### src/rtl/gbf_pkg.sv
// ----------------------------------------------------------------------------
// gbf_pkg
// Shared types, register indexes and the GF(2^8) bit-matrix product used by
// the additive FFT butterfly pipeline.
// ----------------------------------------------------------------------------
`default_nettype none

package gbf_pkg;

  localparam int unsigned ByteW   = 8;
  localparam int unsigned Lanes   = 4;
  localparam int unsigned MatW    = 64;
  localparam int unsigned CfgIdxW = 2;

  typedef enum logic [2:0] {
    MODE_FFT4      = 3'd0,
    MODE_IFFT4     = 3'd1,
    MODE_IFFT4_XOR = 3'd2,
    MODE_IFFT2     = 3'd3,
    MODE_IFFT2_XOR = 3'd4,
    MODE_MUL       = 3'd5,
    MODE_MULADD    = 3'd6
  } mode_e;

  typedef enum logic [CfgIdxW-1:0] {
    CFG_MODE = 2'd0,
    CFG_TOP  = 2'd1,
    CFG_LOW  = 2'd2,
    CFG_HIGH = 2'd3
  } cfg_idx_e;

  typedef struct packed {
    mode_e             mode;
    logic [MatW-1:0]   top;
    logic [MatW-1:0]   low;
    logic [MatW-1:0]   high;
  } cfg_t;

  // one byte position moving down the pipe
  typedef struct packed {
    logic                         last;
    logic [Lanes-1:0][ByteW-1:0]  acc;
    logic [Lanes-1:0][ByteW-1:0]  x;
  } beat_t;

  // result bit i is the parity of matrix byte 7-i masked with the data
  function automatic logic [ByteW-1:0] aff_mul(input logic [MatW-1:0] m,
                                               input logic [ByteW-1:0] v);
    logic [ByteW-1:0] r;
    r = '0;
    for (int i = 0; i < ByteW; i++) begin
      r[i] = ^(m[ByteW*(ByteW-1-i) +: ByteW] & v);
    end
    return r;
  endfunction

endpackage

`default_nettype wire

### src/rtl/gbf_stage1.sv
// ----------------------------------------------------------------------------
// gbf_stage1
// First pipe stage: top twiddle products of the forward butterfly and the
// leading sums of the inverse butterflies.
// ----------------------------------------------------------------------------
`default_nettype none

module gbf_stage1
  import gbf_pkg::*;
(
  input  logic  clk_i,
  input  logic  rst_ni,
  input  cfg_t  cfg_i,
  input  logic  valid_i,
  output logic  ready_o,
  input  beat_t beat_i,
  output logic  valid_o,
  input  logic  ready_i,
  output beat_t beat_o
);

  logic  valid_q, valid_d;
  beat_t beat_q, beat_d;
  logic [ByteW-1:0] a, b, c, d;

  assign ready_o = !valid_q || ready_i;
  assign valid_d = ready_o ? valid_i : valid_q;

  always_comb begin
    a = beat_i.x[0];
    b = beat_i.x[1];
    c = beat_i.x[2];
    d = beat_i.x[3];
    case (cfg_i.mode) inside
      MODE_FFT4: begin
        a = beat_i.x[0] ^ aff_mul(cfg_i.top, beat_i.x[2]);
        b = beat_i.x[1] ^ aff_mul(cfg_i.top, beat_i.x[3]);
        c = beat_i.x[2] ^ a;
        d = beat_i.x[3] ^ b;
      end
      MODE_IFFT4, MODE_IFFT4_XOR: begin
        b = beat_i.x[1] ^ beat_i.x[0];
        d = beat_i.x[3] ^ beat_i.x[2];
      end
      MODE_IFFT2, MODE_IFFT2_XOR: begin
        b = beat_i.x[1] ^ beat_i.x[0];
      end
      default: begin
      end
    endcase
    beat_d      = beat_i;
    beat_d.x[0] = a;
    beat_d.x[1] = b;
    beat_d.x[2] = c;
    beat_d.x[3] = d;
  end

  always_ff @(posedge clk_i or negedge rst_ni) begin
    if (!rst_ni) begin
      valid_q <= 1'b0;
    end else begin
      valid_q <= valid_d;
    end
  end

  always_ff @(posedge clk_i) begin
    if (valid_i && ready_o) begin
      beat_q <= beat_d;
    end
  end

  assign valid_o = valid_q;
  assign beat_o  = beat_q;

endmodule

`default_nettype wire

### src/rtl/gbf_stage2.sv
// ----------------------------------------------------------------------------
// gbf_stage2
// Second pipe stage: low and high twiddle products of the four-point butterflies;
// the two-point and multiply modes use the low product alone.
`default_nettype none

module gbf_stage2
  import gbf_pkg::*;
(
  input  logic  clk_i,
  input  logic  rst_ni,
  input  cfg_t  cfg_i,
  input  logic  valid_i,
  output logic  ready_o,
  input  beat_t beat_i,
  output logic  valid_o,
  input  logic  ready_i,
  output beat_t beat_o
);

  logic  valid_q, valid_d;
  beat_t beat_q, beat_d;
  logic [ByteW-1:0] a, b, c, d;
  logic [ByteW-1:0] lo_p, hi_p;

  assign ready_o = !valid_q || ready_i;
  assign valid_d = ready_o ? valid_i : valid_q;

  assign lo_p = aff_mul(cfg_i.low, beat_i.x[1]);
  assign hi_p = aff_mul(cfg_i.high, beat_i.x[3]);

  always_comb begin
    a = beat_i.x[0];
    b = beat_i.x[1];
    c = beat_i.x[2];
    d = beat_i.x[3];
    case (cfg_i.mode) inside
      MODE_FFT4: begin
        a = beat_i.x[0] ^ lo_p;
        c = beat_i.x[2] ^ hi_p;
      end
      MODE_IFFT4, MODE_IFFT4_XOR: begin
        a = beat_i.x[0] ^ lo_p;
        c = beat_i.x[2] ^ hi_p ^ a;
        d = beat_i.x[3] ^ beat_i.x[1];
      end
      MODE_IFFT2, MODE_IFFT2_XOR: begin
        a = beat_i.x[0] ^ lo_p;
      end
      MODE_MUL, MODE_MULADD: begin
        // single coefficient applies to the source byte
        a = aff_mul(cfg_i.low, beat_i.x[0]);
      end
      default: begin
      end
    endcase
    beat_d      = beat_i;
    beat_d.x[0] = a;
    beat_d.x[1] = b;
    beat_d.x[2] = c;
    beat_d.x[3] = d;
  end

  always_ff @(posedge clk_i or negedge rst_ni) begin
    if (!rst_ni) begin
      valid_q <= 1'b0;
    end else begin
      valid_q <= valid_d;
    end
  end

  always_ff @(posedge clk_i) begin
    if (valid_i && ready_o) begin
      beat_q <= beat_d;
    end
  end

  assign valid_o = valid_q;
  assign beat_o  = beat_q;

endmodule

`default_nettype wire

### src/rtl/gbf_stage3.sv
// ----------------------------------------------------------------------------
// gbf_stage3
// Last pipe stage: closing sums of the forward butterfly, top twiddle of the
// inverse butterfly, accumulation, unused-byte clearing; its register is the output register.
// ----------------------------------------------------------------------------
`default_nettype none

module gbf_stage3
  import gbf_pkg::*;
(
  input  logic  clk_i,
  input  logic  rst_ni,
  input  cfg_t  cfg_i,
  input  logic  valid_i,
  output logic  ready_o,
  input  beat_t beat_i,
  output logic  valid_o,
  input  logic  ready_i,
  output beat_t beat_o
);

  logic  valid_q, valid_d;
  beat_t beat_q, beat_d;
  logic [Lanes-1:0][ByteW-1:0] o;

  assign ready_o = !valid_q || ready_i;
  assign valid_d = ready_o ? valid_i : valid_q;

  always_comb begin
    o = '0;
    case (cfg_i.mode) inside
      MODE_FFT4: begin
        o[0] = beat_i.x[0];
        o[1] = beat_i.x[1] ^ beat_i.x[0];
        o[2] = beat_i.x[2];
        o[3] = beat_i.x[3] ^ beat_i.x[2];
      end
      MODE_IFFT4, MODE_IFFT4_XOR: begin
        o[0] = beat_i.x[0] ^ aff_mul(cfg_i.top, beat_i.x[2]);
        o[1] = beat_i.x[1] ^ aff_mul(cfg_i.top, beat_i.x[3]);
        o[2] = beat_i.x[2];
        o[3] = beat_i.x[3];
        if (cfg_i.mode == MODE_IFFT4_XOR) begin
          o = o ^ beat_i.acc;
        end
      end
      MODE_IFFT2, MODE_IFFT2_XOR: begin
        o[0] = beat_i.x[0];
        o[1] = beat_i.x[1];
        if (cfg_i.mode == MODE_IFFT2_XOR) begin
          o[0] = beat_i.x[0] ^ beat_i.acc[0];
          o[1] = beat_i.x[1] ^ beat_i.acc[1];
        end
      end
      MODE_MUL: begin
        o[0] = beat_i.x[0];
      end
      MODE_MULADD: begin
        o[0] = beat_i.x[0] ^ beat_i.acc[0];
      end
      default: begin
        // undefined mode yields all-zero bytes
        o = '0;
      end
    endcase
    beat_d   = beat_i;
    beat_d.x = o;
  end

  always_ff @(posedge clk_i or negedge rst_ni) begin
    if (!rst_ni) begin
      valid_q <= 1'b0;
    end else begin
      valid_q <= valid_d;
    end
  end

  always_ff @(posedge clk_i) begin
    if (valid_i && ready_o) begin
      beat_q <= beat_d;
    end
  end

  assign valid_o = valid_q;
  assign beat_o  = beat_q;

endmodule

`default_nettype wire

### src/rtl/gf256_additive_fft_butterfly_top.sv
// a request passes the stage1, stage2 and stage3 registers in turn to the output
// throughput: one byte position per cycle while the output is not stalled; ready
// passes back through all stages at once; an output stall holds every full stage;
// bubbles still fill, so the input stops only once all three stages hold requests
// reset clears the stage valid bits and all four configuration registers
// ----------------------------------------------------------------------------
// gf256_additive_fft_butterfly_top
// GF(2^8) additive FFT butterfly, three-stage pipeline with a register
// write port for mode and twiddle bit matrices.
// ----------------------------------------------------------------------------
`default_nettype none

module gf256_additive_fft_butterfly_top
  import gbf_pkg::*;
(
  input  logic                 clk_i,
  input  logic                 rst_ni,
  // configuration writes
  input  logic                 cfg_we_i,
  input  logic [CfgIdxW-1:0]   cfg_idx_i,
  input  logic [MatW-1:0]      cfg_wdata_i,
  // input requests
  input  logic                 s_axis_tvalid,
  output logic                 s_axis_tready,
  // in0, in1, in2, in3, acc0, acc1, acc2, acc3 from bit 0 up
  input  logic [2*Lanes*ByteW-1:0] s_axis_tdata,
  input  logic                 s_axis_tlast,
  // results
  output logic                 m_axis_tvalid,
  input  logic                 m_axis_tready,
  // out0, out1, out2, out3 from bit 0 up
  output logic [Lanes*ByteW-1:0] m_axis_tdata,
  output logic                 m_axis_tlast
);

  logic [2:0]      mode_q;
  logic [MatW-1:0] top_q, low_q, high_q;
  cfg_t            cfg;

  always_ff @(posedge clk_i or negedge rst_ni) begin
    if (!rst_ni) begin
      mode_q <= '0;
      top_q  <= '0;
      low_q  <= '0;
      high_q <= '0;
    end else if (cfg_we_i) begin
      unique case (cfg_idx_e'(cfg_idx_i))
        CFG_MODE: mode_q <= cfg_wdata_i[2:0];
        CFG_TOP:  top_q  <= cfg_wdata_i;
        CFG_LOW:  low_q  <= cfg_wdata_i;
        CFG_HIGH: high_q <= cfg_wdata_i;
        default:  mode_q <= mode_q;
      endcase
    end
  end

  assign cfg.mode = mode_e'(mode_q);
  assign cfg.top  = top_q;
  assign cfg.low  = low_q;
  assign cfg.high = high_q;

  beat_t in_beat, s1_beat, s2_beat, s3_beat;
  logic  s1_valid, s2_valid;
  logic  s2_ready, s3_ready;

  assign in_beat.x    = s_axis_tdata[Lanes*ByteW-1:0];
  assign in_beat.acc  = s_axis_tdata[2*Lanes*ByteW-1:Lanes*ByteW];
  assign in_beat.last = s_axis_tlast;

  gbf_stage1 u_stage1 (
    .clk_i   (clk_i),
    .rst_ni  (rst_ni),
    .cfg_i   (cfg),
    .valid_i (s_axis_tvalid),
    .ready_o (s_axis_tready),
    .beat_i  (in_beat),
    .valid_o (s1_valid),
    .ready_i (s2_ready),
    .beat_o  (s1_beat)
  );

  gbf_stage2 u_stage2 (
    .clk_i   (clk_i),
    .rst_ni  (rst_ni),
    .cfg_i   (cfg),
    .valid_i (s1_valid),
    .ready_o (s2_ready),
    .beat_i  (s1_beat),
    .valid_o (s2_valid),
    .ready_i (s3_ready),
    .beat_o  (s2_beat)
  );

  gbf_stage3 u_stage3 (
    .clk_i   (clk_i),
    .rst_ni  (rst_ni),
    .cfg_i   (cfg),
    .valid_i (s2_valid),
    .ready_o (s3_ready),
    .beat_i  (s2_beat),
    .valid_o (m_axis_tvalid),
    .ready_i (m_axis_tready),
    .beat_o  (s3_beat)
  );

  assign m_axis_tdata = s3_beat.x;
  assign m_axis_tlast = s3_beat.last;

endmodule

`default_nettype wire

### config.mk
export PLATFORM = sky130hd
export DESIGN_NAME = gf256_additive_fft_butterfly_top
export DESIGN_NICKNAME = d
export VERILOG_FILES = /design/src/rtl/gbf_pkg.sv /design/src/rtl/gbf_stage1.sv /design/src/rtl/gbf_stage2.sv /design/src/rtl/gbf_stage3.sv /design/src/rtl/gf256_additive_fft_butterfly_top.sv
export SDC_FILE = /design/constraint.sdc
export NUM_CORES = 1
export LEC_CHECK = 0
export ABC_AREA = 0
export BUFFER_PORTS_ARGS = -buffer_cell sky130_fd_sc_hd__buf_4
export CORE_MARGIN = 2
export CORE_UTILIZATION = 55
export CTS_CLUSTER_DIAMETER = 100
export DETAILED_ROUTE_END_ITERATION = 7
export PLACE_DENSITY_LB_ADDON = 0.1
export SETUP_SLACK_MARGIN = 0.2
export SLEW_MARGIN = 0
export SYNTH_ARGS = -nofsm -noshare
export SYNTH_HDL_FRONTEND = slang
export SYNTH_SLANG_ARGS = --single-unit
### constraint.sdc
create_clock -name clk_i -period 2.6 [get_ports clk_i]
set_input_delay 0.52 -clock clk_i [delete_from_list [all_inputs] [get_ports clk_i]]
set_output_delay 0.52 -clock clk_i [all_outputs]
set_load 0.1 [all_outputs]
==> summary.md, run 1 <==
| Metric | Value |
|---|---|
| Row cnt | 71 |
| Number of flops mapped to enable cells by yosys | 163 |
| # nets final | 2231 |
| WS Path Type | reg2reg |
| Worst min-delay path class | in2reg |
| Final setup viols | 0 |
| Gr usage total | 35.2% |
| Fin Setup TNS | 0 ns |
| CTS H-Tree Depth | 2 |
| Switching share of power | 38.3% |
| Slew HR | 42.6% |
| Die Span Y | 198 um |
| CP Max Fanout | 9 |
| Peak Freq | 0.421 GHz |
| Power per Cell Area | 1110 nW/um2 |
| Core Area | 37400 um2 |
| Via density | 5.94 |
| Post-Syn Area | 20800 um2 |
| Die ar. | 39300 um2 |
| LEAKAGE | 10.2 nW |
| Synth area leader | dfrtp_1 |
| Yosys top cell area share | 23.9% |
| Routed Antenna Nets | 0 |
| Synth async-reset ratio | 54.8% |
| Clk slew on worst S/H paths | 0.06 ns |
| Syn avg cell area | 10.9 um2 |
| YS warnings | 0 |
| Clock Path Buffers | 3 |
| PortBufs | 170 |
| Most common cell in the netlist | nand2_1 |
| Synth area leaders | dfrtp_1 (24%), edfxtp_1 (24%), xnor2_1 (13%) |
| WP data arrival | 2.69 ns |
| Wire per inst | 25.7 um |
| Crit path required time | 2.91 ns |
| Placed cells | 2552 |
| Total grt overflow | 0 |
| Routed vias | 15600 |
| DR pass1 iterations | 8 |
| Post-Synthesis Cells | 1902 |
| FF+latch count, synth | 361 |
| Yosys cell types | 39 |
| Synth-to-Final Area Change | 17.6% |
| Psw | 0.0103 W |
| Slew Limit Fails | 0 |
| Register area share after synthesis | 47.5% |
| Worst-Skew Late Latency | 0.58 ns |
| Internal | 0.0166 W |
| Commonest cells in the synthesized netlist | nand2_1 (512), xnor2_1 (316), dfrtp_1 (198) |
| Syn_nets | 2038 |
| Max cap viols | 0 |
| Final cycle utilization of the critical path | 91.4% |
| Clk_skew | 0.0162 ns |
| Clk pwr share | 21.6% |
| RSZ-0062 raised after global routing | no |
| Logic pwr share | 44.6% |
| Drt total wl | 67600 um |
| CTS buffer count | 41 |
| Fin. Hold Viols | 0 |
| Root Buffer | clkbuf_16 |
| Ys flop type | dfrtp_1 |
| Critical path launch point type | flip-flop |
| Initial antenna violation count | 0 |
| First DRT Iteration DRCs | 1735 |
| Final instance count without filler cells | 2634 |
| Layout cells sized above 1 | 24.7% |
| N_diodes | 0 |
| Final Wtd Congestion | 0.934 |
| Vias in the first global route | 15300 |
| Die extent in x | 198 um |
| CTS Sinks | 361 |
| DP Area | 22900 um2 |
| Largest net degree at the start of global routing | 65 |
| Min cycle time layout | 2.38 ns |
| Slew @ Worst Pin | 0.861 ns |
| Status | complete, no violations |
| Final Cell Area | 24400 um2 |
| Initial Util | 55.5% |
| CTS tree | yes |
| Global-route wire length before repair | 98800 um |
| Final hold slack | 0.119 ns |
| Peak VDD IR | 0.542 mV |
| Share of power burned in registers | 33.8% |
| Remaining routing DRC violations | 0 |
| Post-DP HPWL | 46900 um |
| Crit. End Element | flip-flop |
| # IOs | 171 |
routing by layer:
layer	GRT usage (%)	wire, um
met3	6.30	7000
met2	53.0	30000
met1	48.2	26600
met5	0	0
met4	20.3	4100
area by class of cell:
cell class / count / area, um2
timing repair buffer: 260 / 2150
clock buffer: 54 / 1150
fill: 2940 / 13000
inverter: 4 / 15.0
tap: 511 / 639
clock inverter: 17 / 175
multi-input combinational: 1427 / 10400
sequential: 361 / 9850
sequential cells by signal, indices dropped and copies added, names as in the netlist:
register / cells
u_stage1.valid_o: 1
mode_q: 3
top_q: 64
u_stage1.beat_o: 65
u_stage2.valid_o: 1
u_stage2.beat_o: 65
u_stage3.beat_o: 33
u_stage3.valid_o: 1
high_q: 64
low_q: 64
path summary, 6_finish.rpt:
check                                                 to                           from  cells past startpoint  slack (ns)
min                        u_stage1.beat_o[42]$_DFFE_PP_               s_axis_tdata[42]                      1        0.12
max                        u_stage3.beat_o[14]$_DFFE_PP_  u_stage2.beat_o[24]$_DFFE_PP_                      6        0.22
max reg2reg                u_stage3.beat_o[14]$_DFFE_PP_  u_stage2.beat_o[24]$_DFFE_PP_                      6        0.22
max in group asynchronous          top_q[38]$_DFFE_PN0P_                         rst_ni                      3        1.38
min in group asynchronous          high_q[9]$_DFFE_PN0P_                         rst_ni                      2        0.50
min reg2reg                u_stage2.beat_o[56]$_DFFE_PP_  u_stage1.beat_o[56]$_DFFE_PP_                      0        0.41
placed cells by master (no fill, tap or decap), drive strengths merged, types with 10 or more instances in the layout:
cell type,synthesis,final
mux2,193,193
nand3,17,17
nand2,512,512
a32oi,16,16
xor2,106,106
dfrtp,198,198
a21oi,60,60
xnor2,316,316
o21ai,34,34
xnor3,48,48
nor2,33,33
nand2b,11,11
o22ai,10,10
edfxtp,163,163
clkbuf,49,55
nor2b,10,10
buf,61,258
cell families (layout without fill, tap and decap cells):
family | after synthesis | after routing | synth area share, %
buffers and inverters | 114 | 335 | 2.47
DFF | 361 | 361 | 47.5
and+or+nand+nor | 599 | 599 | 11.5
xor gates and xnor gates | 470 | 470 | 23.0
AOI/OAI and AO/OA | 163 | 163 | 5.00
muxes | 195 | 195 | 10.6
power by group through the flow:
stage          registers [W]  clock network, W  logic [W]
6_report             0.00912           0.00582     0.0120
5_1_grt              0.00916           0.00613     0.0128
4_1_cts              0.00906           0.00589     0.0118
3_5_place_dp         0.00920                 0     0.0117
3_3_place_gp         0.00917                 0     0.0114
2_1_floorplan        0.00931                 0    0.00826
metrics by stage:
step	setup WS (ns)	utilization, %	power, W
after detailed placement	0.193	61.3	0.0209
after global placement	0.298	61.3	0.0206
after floorplan	0.275	-	0.0176
after CTS	0.220	65.0	0.0268
final	0.222	65.2	0.0270
after global routing	0.213	65.2	0.0281
repair_timing:
action                                  in CTS  in global routing
hold endpoints to repair                    56                  0
gates resized for setup                      0                  1
hold buffers                                 1                  0
setup buffers                                3                  7
pin swaps                                    0                  0
gates cloned                                 0                  0
endpoints found under the setup margin       2                 21
worst max-delay path, stage by stage (launching register included):
cell	delay, ns
edfxtp_1	0.79
nand2_1	0.14
xor2_1	0.19
xnor2_1	0.22
xnor3_1	0.34
a222oi_1	0.34
a21oi_1	0.09
Note: power is estimated with default switching activity, not from simulation.
==> run 2: changes to the inputs <==
Settings changed: PLACE_DENSITY from default to 0.79, PLACE_DENSITY_LB_ADDON 0.1 to default.
==> summary.md, run 2 (synthesized netlist as in run 1, its figures left out) <==
| Metric | Value |
|---|---|
| Status | finished with violations (was complete, no violations) |
| Max cap viols | 0 (unchanged) |
| Clock Path Buffers | 3 (unchanged) |
| Most frequent cells in the layout | nand2_1 (512), xnor2_1 (316), buf_4 (240) (was nand2_1 (512), xnor2_1 (316), buf_4 (243)) |
| Power per Cell Area | 1120 nW/um2 (was 1110 nW/um2) |
| Peak Freq | 0.418 GHz (was 0.421 GHz) |
| Vias in the first global route | 15800 (was 15300) |
| CTS H-Tree Depth | 2 (unchanged) |
| Routed vias | 16000 (was 15600) |
| Initial Util | 55.5% (unchanged) |
| CP Max Fanout | 8 (was 9) |
| Final instance count without filler cells | 2632 (was 2634) |
| Most common cell after layout, fill and taps aside | nand2_1 (unchanged) |
| CP max stage cell | edfxtp_1 (unchanged) |
| PortBufs | 170 (unchanged) |
| Final Wtd Congestion | 0.976 (was 0.934) |
| Final cycle utilization of the critical path | 92.1% (was 91.4%) |
| Gr usage total | 34.6% (was 35.2%) |
| Fin Setup TNS | 0 ns (unchanged) |
| Crit path required time | 2.91 ns (about the same) |
| Crit-path leading delay family | XOR/XNOR gates (was flip-flops) |
| Total grt overflow | 0 (unchanged) |
| Min cycle time layout | 2.39 ns (was 2.38 ns) |
| Stages on worst setup path | 7 (was 6) |
| Worst min-delay path class | in2async (was in2reg) |
| Core Area | 37400 um2 (unchanged) |
| Failing checks | negative hold slack |
| CTS Sinks | 361 (unchanged) |
| Routed Antenna Nets | 0 (unchanged) |
| Synth-to-Final Area Change | 17.8% (was 17.6%) |
| CP peak stage delay | 0.69 ns (was 0.79 ns) |
| Fin. Hold Viols | 8 (was 0) |
| CP Cell Sequence | buf_4 -> nand2_1 -> xnor2_1 -> xnor3_1 -> xnor2_1 -> xor2_1 -> o221ai_1 (was nand2_1 -> xor2_1 -> xnor2_1 -> xnor3_1 -> a222oi_1 -> a21oi_1) |
| # IOs | 171 (unchanged) |
| CTS buffer count | 40 (was 41) |
| FF-to-FF path depth | 7 (was 6) |
| Root Buffer | clkbuf_16 (unchanged) |
| Slew Limit Fails | 0 (unchanged) |
| Slew HR | 41.1% (was 42.6%) |
| LEAKAGE | 10.2 nW (about the same) |
| Die Span Y | 198 um (unchanged) |
| Global-route wire length before repair | 98700 um (was 98800 um) |
| Initial antenna violation count | 0 (unchanged) |
| Final setup viols | 0 (unchanged) |
| Peak VDD IR | 0.669 mV (was 0.542 mV) |
| Row cnt | 71 (unchanged) |
| Layout cells sized above 1 | 24.7% (about the same) |
| Remaining routing DRC violations | 0 (unchanged) |
| Slew @ Worst Pin | 0.883 ns (was 0.861 ns) |
| WS Path Type | reg2reg (unchanged) |
| Final core utilization | 65.4% (was 65.2%) |
| N_diodes | 0 (unchanged) |
| Crit path buf inv count | 1 (was 0) |
| Wire per inst | 25.5 um (was 25.7 um) |
| Worst-Skew Late Latency | 0.56 ns (was 0.58 ns) |
| Via density | 6.07 (was 5.94) |
| Final hold slack | -0.0141 ns (was 0.119 ns) |
| Placed cells | 2536 (was 2552) |
| DR pass1 iterations | 6 (was 8) |
| RSZ-0062 raised after global routing | yes (was no) |
| Post-DP HPWL | 45800 um (was 46900 um) |
| Largest net degree at the start of global routing | 65 (unchanged) |
| Final Cell Area | 24500 um2 (was 24400 um2) |
| Critical path launch point type | flip-flop (unchanged) |
| # nets final | 2227 (was 2231) |
| CTS tree | yes (unchanged) |
| Cell mode on critical path | xnor2_1 |
| Die ar. | 39300 um2 (unchanged) |
| Die extent in x | 198 um (unchanged) |
| Clk slew on worst S/H paths | 0.06 ns (about the same) |
| DP Area | 22800 um2 (was 22900 um2) |
| Drt total wl | 67000 um (was 67600 um) |
| WP data arrival | 2.70 ns (was 2.69 ns) |
| First DRT Iteration DRCs | 1898 (was 1735) |
| Clk_skew | 0.0133 ns (was 0.0162 ns) |
| Fillers | 2798 (was 2940) |
| Crit. End Element | flip-flop (unchanged) |
==> run 2: repair_timing <==
item                       CTS  global route
gates resized for setup      0             1
setup buffers               13            11
setup endpoints to repair    8             6
hold buffers                 0             0
pin swaps                    0             0
==> run 2: metal layers <==
metal | wire [um] | GRT usage [%]
met4 | 4750 | 20.4
met2 | 29400 | 52.2
met5 | 0 | 0
met3 | 8330 | 8.70
met1 | 24500 | 45.2
==> run 2: layout make-up <==
class / count / area (um2) / share of cell area, %
Clock buffer: 51 / 1140 / 4.65
Inverter: 4 / 15.0 / 0.0614
Timing Repair Buffer: 257 / 2140 / 8.73
Multi-Input combinational cell: 1427 / 10400 / 42.6
Sequential cell: 361 / 9850 / 40.3
Clock inverter: 21 / 265 / 1.08
Tap cell: 511 / 639 / 2.61
==> run 2: power by group <==
| part | internal [W] | switching [W] | total (W) |
|---|---|---|---|
| clock | 0.00369 | 0.00239 | 0.00608 |
| sequential | 0.00742 | 0.00180 | 0.00922 |
| combinational | 0.00582 | 0.00624 | 0.0121 |
==> run 2: per-stage QoR <==
stage               total power [W]  hold slack (ns)  worst slack, ns
floorplan                    0.0176            0.224            0.275
global placement             0.0204            0.401          -0.0390
finish                       0.0274          -0.0141            0.206
global route                 0.0283           0.0327            0.142
CTS                          0.0270          0.00561            0.155
detailed placement           0.0207            0.405         -0.00602
==> run 2: worst paths after layout <==
kind                                               startpoint                       endpoint  slack, ns
max in group asynchronous                              rst_ni          low_q[44]$_DFFE_PN0P_       1.84
worst max-delay path            u_stage1.beat_o[10]$_DFFE_PP_  u_stage2.beat_o[17]$_DFFE_PP_       0.21
worst min register to register  u_stage1.beat_o[46]$_DFFE_PP_  u_stage2.beat_o[46]$_DFFE_PP_       0.42
worst max register to register  u_stage1.beat_o[10]$_DFFE_PP_  u_stage2.beat_o[17]$_DFFE_PP_       0.21
min in group clk_i                           s_axis_tdata[43]  u_stage1.beat_o[43]$_DFFE_PP_       0.13
worst min-delay path                                   rst_ni          top_q[10]$_DFFE_PN0P_      -0.01
==> run 3: changes to the inputs <==
Settings changed: PLACE_DENSITY 0.79 to 0.77.
==> summary.md, run 3 (synthesized netlist as in run 1, its figures left out) <==
| Metric | Value |
|---|---|
| Global-route wire length before repair | 97100 um (was 98700 um) |
| CTS tree | yes (unchanged) |
| Root Buffer | clkbuf_16 (unchanged) |
| Crit path buf inv count | 0 (was 1) |
| Global Route met1 Usage | 44.9% (was 45.2%) |
| Initial antenna violation count | 1 (was 0) |
| # IOs | 171 (unchanged) |
| First DRT Iteration DRCs | 1995 (was 1898) |
| Total grt overflow | 0 (unchanged) |
| Final cycle utilization of the critical path | 92.9% (was 92.1%) |
| Clk slew on worst S/H paths | 0.06 ns (about the same) |
| Grt met3 use | 8.07% (was 8.70%) |
| Final setup viols | 0 (unchanged) |
| Most frequent cells in the layout | nand2_1 (512), xnor2_1 (316), buf_4 (252) (was nand2_1 (512), xnor2_1 (316), buf_4 (240)) |
| Routing usage on met2 | 51.5% (was 52.2%) |
| Crit path required time | 2.88 ns (was 2.91 ns) |
| Vias in the first global route | 15600 (was 15800) |
| Crit. End Element | flip-flop (unchanged) |
| WP data arrival | 2.70 ns (about the same) |
| RSZ-0062 raised after global routing | no (was yes) |
| Routed vias | 15800 (was 16000) |
| LEAKAGE | 10.2 nW (about the same) |
| Via density | 6.00 (was 6.07) |
| Max cap viols | 0 (unchanged) |
| CP peak stage delay | 0.91 ns (was 0.69 ns) |
| Final Wtd Congestion | 0.971 (was 0.976) |
| Peak VDD IR | 0.513 mV (was 0.669 mV) |
| Critical path launch point type | flip-flop (unchanged) |
| Die ar. | 39300 um2 (unchanged) |
| CTS H-Tree Depth | 2 (unchanged) |
| Fin Setup TNS | 0 ns (unchanged) |
| # nets final | 2239 (was 2227) |
| Placed cells | 2538 (was 2536) |
| Synth-to-Final Area Change | 17.9% (was 17.8%) |
| Most common cell after layout, fill and taps aside | nand2_1 (unchanged) |
| Gr usage total | 34.2% (was 34.6%) |
| Die extent in x | 198 um (unchanged) |
| Post-DP HPWL | 46200 um (was 45800 um) |
| CTS Sinks | 361 (unchanged) |
| Min cycle time layout | 2.42 ns (was 2.39 ns) |
| Fillers | 2809 (was 2798) |
| WS Path Type | reg2reg (unchanged) |
| CP max stage cell | edfxtp_1 (unchanged) |
| CTS buffer count | 40 (unchanged) |
| Core Area | 37400 um2 (unchanged) |
| Largest net degree at the start of global routing | 65 (unchanged) |
| CP Max Fanout | 13 (was 8) |
| Slew HR | 43.1% (was 41.1%) |
| Worst min-delay path class | in2reg (was in2async) |
| Remaining routing DRC violations | 0 (unchanged) |
| Busiest grt layer | met2 (unchanged) |
| Peak Freq | 0.414 GHz (was 0.418 GHz) |
| Slew Limit Fails | 0 (unchanged) |
| Row cnt | 71 (unchanged) |
| Power per Cell Area | 1100 nW/um2 (was 1120 nW/um2) |
| Routed Antenna Nets | 0 (unchanged) |
| Layout cells sized above 1 | 24.8% (was 24.7%) |
| DR pass1 iterations | 6 (unchanged) |
| CP Cell Sequence | nand2_1 -> xor2_1 -> xnor2_1 -> xnor3_1 -> o21ai_0 -> nand3_1 (was buf_4 -> nand2_1 -> xnor2_1 -> xnor3_1 -> xnor2_1 -> xor2_1 -> o221ai_1) |
| Drt total wl | 66200 um (was 67000 um) |
| Clock Path Buffers | 3 (unchanged) |
| Flip-flop and latch area | 9850 um2 (about the same) |
| Worst-Skew Late Latency | 0.58 ns (was 0.56 ns) |
| Die Span Y | 198 um (unchanged) |
| Clk_skew | 0.0404 ns (was 0.0133 ns) |
| Multi-input gate area | 10400 um2 (about the same) |
| Initial Util | 55.5% (unchanged) |
| Wire per inst | 25.1 um (was 25.5 um) |
| PortBufs | 170 (unchanged) |
| Slew @ Worst Pin | 0.854 ns (was 0.883 ns) |
| Status | complete, no violations (was finished with violations) |
| Final instance count without filler cells | 2642 (was 2632) |
| Fin. Hold Viols | 0 (was 8) |
| Crit-path leading delay family | flip-flops (was XOR/XNOR gates) |
==> run 3: changes by cell type in the layout (fill, tap and decap cells not counted), moves of 2 or more <==
cell and change:
buf_4 +12, clkbuf_1 +5, bufinv_16 -4, clkbuf_8 +4, clkinv_2 -3, clkinv_1 -2
clkinv_4 -2, clkinvlp_4 -2
==> run 3: where the power goes <==
| part | total [W] | internal [W] | switching [W] |
|---|---|---|---|
| Sequential | 0.00908 | 0.00742 | 0.00166 |
| Clock | 0.00571 | 0.00340 | 0.00231 |
| Combinational | 0.0122 | 0.00587 | 0.00635 |
| Total | 0.0270 | 0.0167 | 0.0103 |
==> run 3: per-stage QoR <==
stage / total power, W / utilization, % / area, um2 / setup WS [ns] / hold slack [ns]
2_1_floorplan: 0.0176 / - / 20800 / 0.275 / 0.224
6_report: 0.0270 / 65.4 / 24500 / 0.184 / 0.125
5_1_grt: 0.0281 / 65.4 / 24500 / 0.202 / 0.112
3_5_place_dp: 0.0208 / 61.0 / 22800 / 0.136 / 0.405
3_3_place_gp: 0.0204 / 61.0 / 22800 / 0.253 / 0.403
4_1_cts: 0.0266 / 64.8 / 24200 / 0.240 / 0.108
==> run 3: worst reg2reg max path, delay by kind of cell (launching register included) <==
kind | cells | cell delay, ns
DFF | 1 | 0.91
xor gates and xnor gates | 3 | 0.90
and+or+nand+nor | 2 | 0.23
AOI/OAI and AO/OA | 1 | 0.09
==> run 3: final cells by class <==
cell class | count | share of cell area, %
antenna | 1 | 0.0102
clock buffer | 60 | 4.95
clock inverter | 9 | 0.435
inverter | 4 | 0.0614
multi-input combinational | 1427 | 42.6
sequential | 361 | 40.3
tap | 511 | 2.61
timing repair buffer | 269 | 9.06
==> run 3: final timing paths <==
kind | startpoint | endpoint | slack, ns | cells after the start
setup / recovery | u_stage2.beat_o[18]$_DFFE_PP_ | u_stage3.beat_o[1]$_DFFE_PP_ | 0.18 | 6
hold / removal | s_axis_tdata[54] | u_stage1.beat_o[54]$_DFFE_PP_ | 0.13 | 1
setup reg to reg | u_stage2.beat_o[18]$_DFFE_PP_ | u_stage3.beat_o[1]$_DFFE_PP_ | 0.18 | 6
hold reg to reg | u_stage1.beat_o[40]$_DFFE_PP_ | u_stage2.beat_o[40]$_DFFE_PP_ | 0.42 | 0
max in group asynchronous | rst_ni | u_stage3.valid_o$_DFFE_PN0P_ | 1.38 | 3
min in group asynchronous | rst_ni | top_q[18]$_DFFE_PN0P_ | 0.50 | 2
==> run 3: routing by layer <==
layer | share of wire [%] | vias to the layer above | routed length [um]
met5 | 0.023 | - | 15
met4 | 7.1 | 2 | 4690
li1 | - | 6769 | -
met1 | 38 | 7723 | 25000
met2 | 44 | 1051 | 29000
met3 | 11 | 304 | 7460
==> run 3: repair_timing <==
action                                  in CTS  in global routing
pin swaps                                    0                  1
endpoints found under the setup margin       6                 12
hold buffers                                 1                  0
cloned                                       0                  0
resized for setup                            0                  1
setup buffers                                8                 25
endpoints found under the hold margin       50                  0
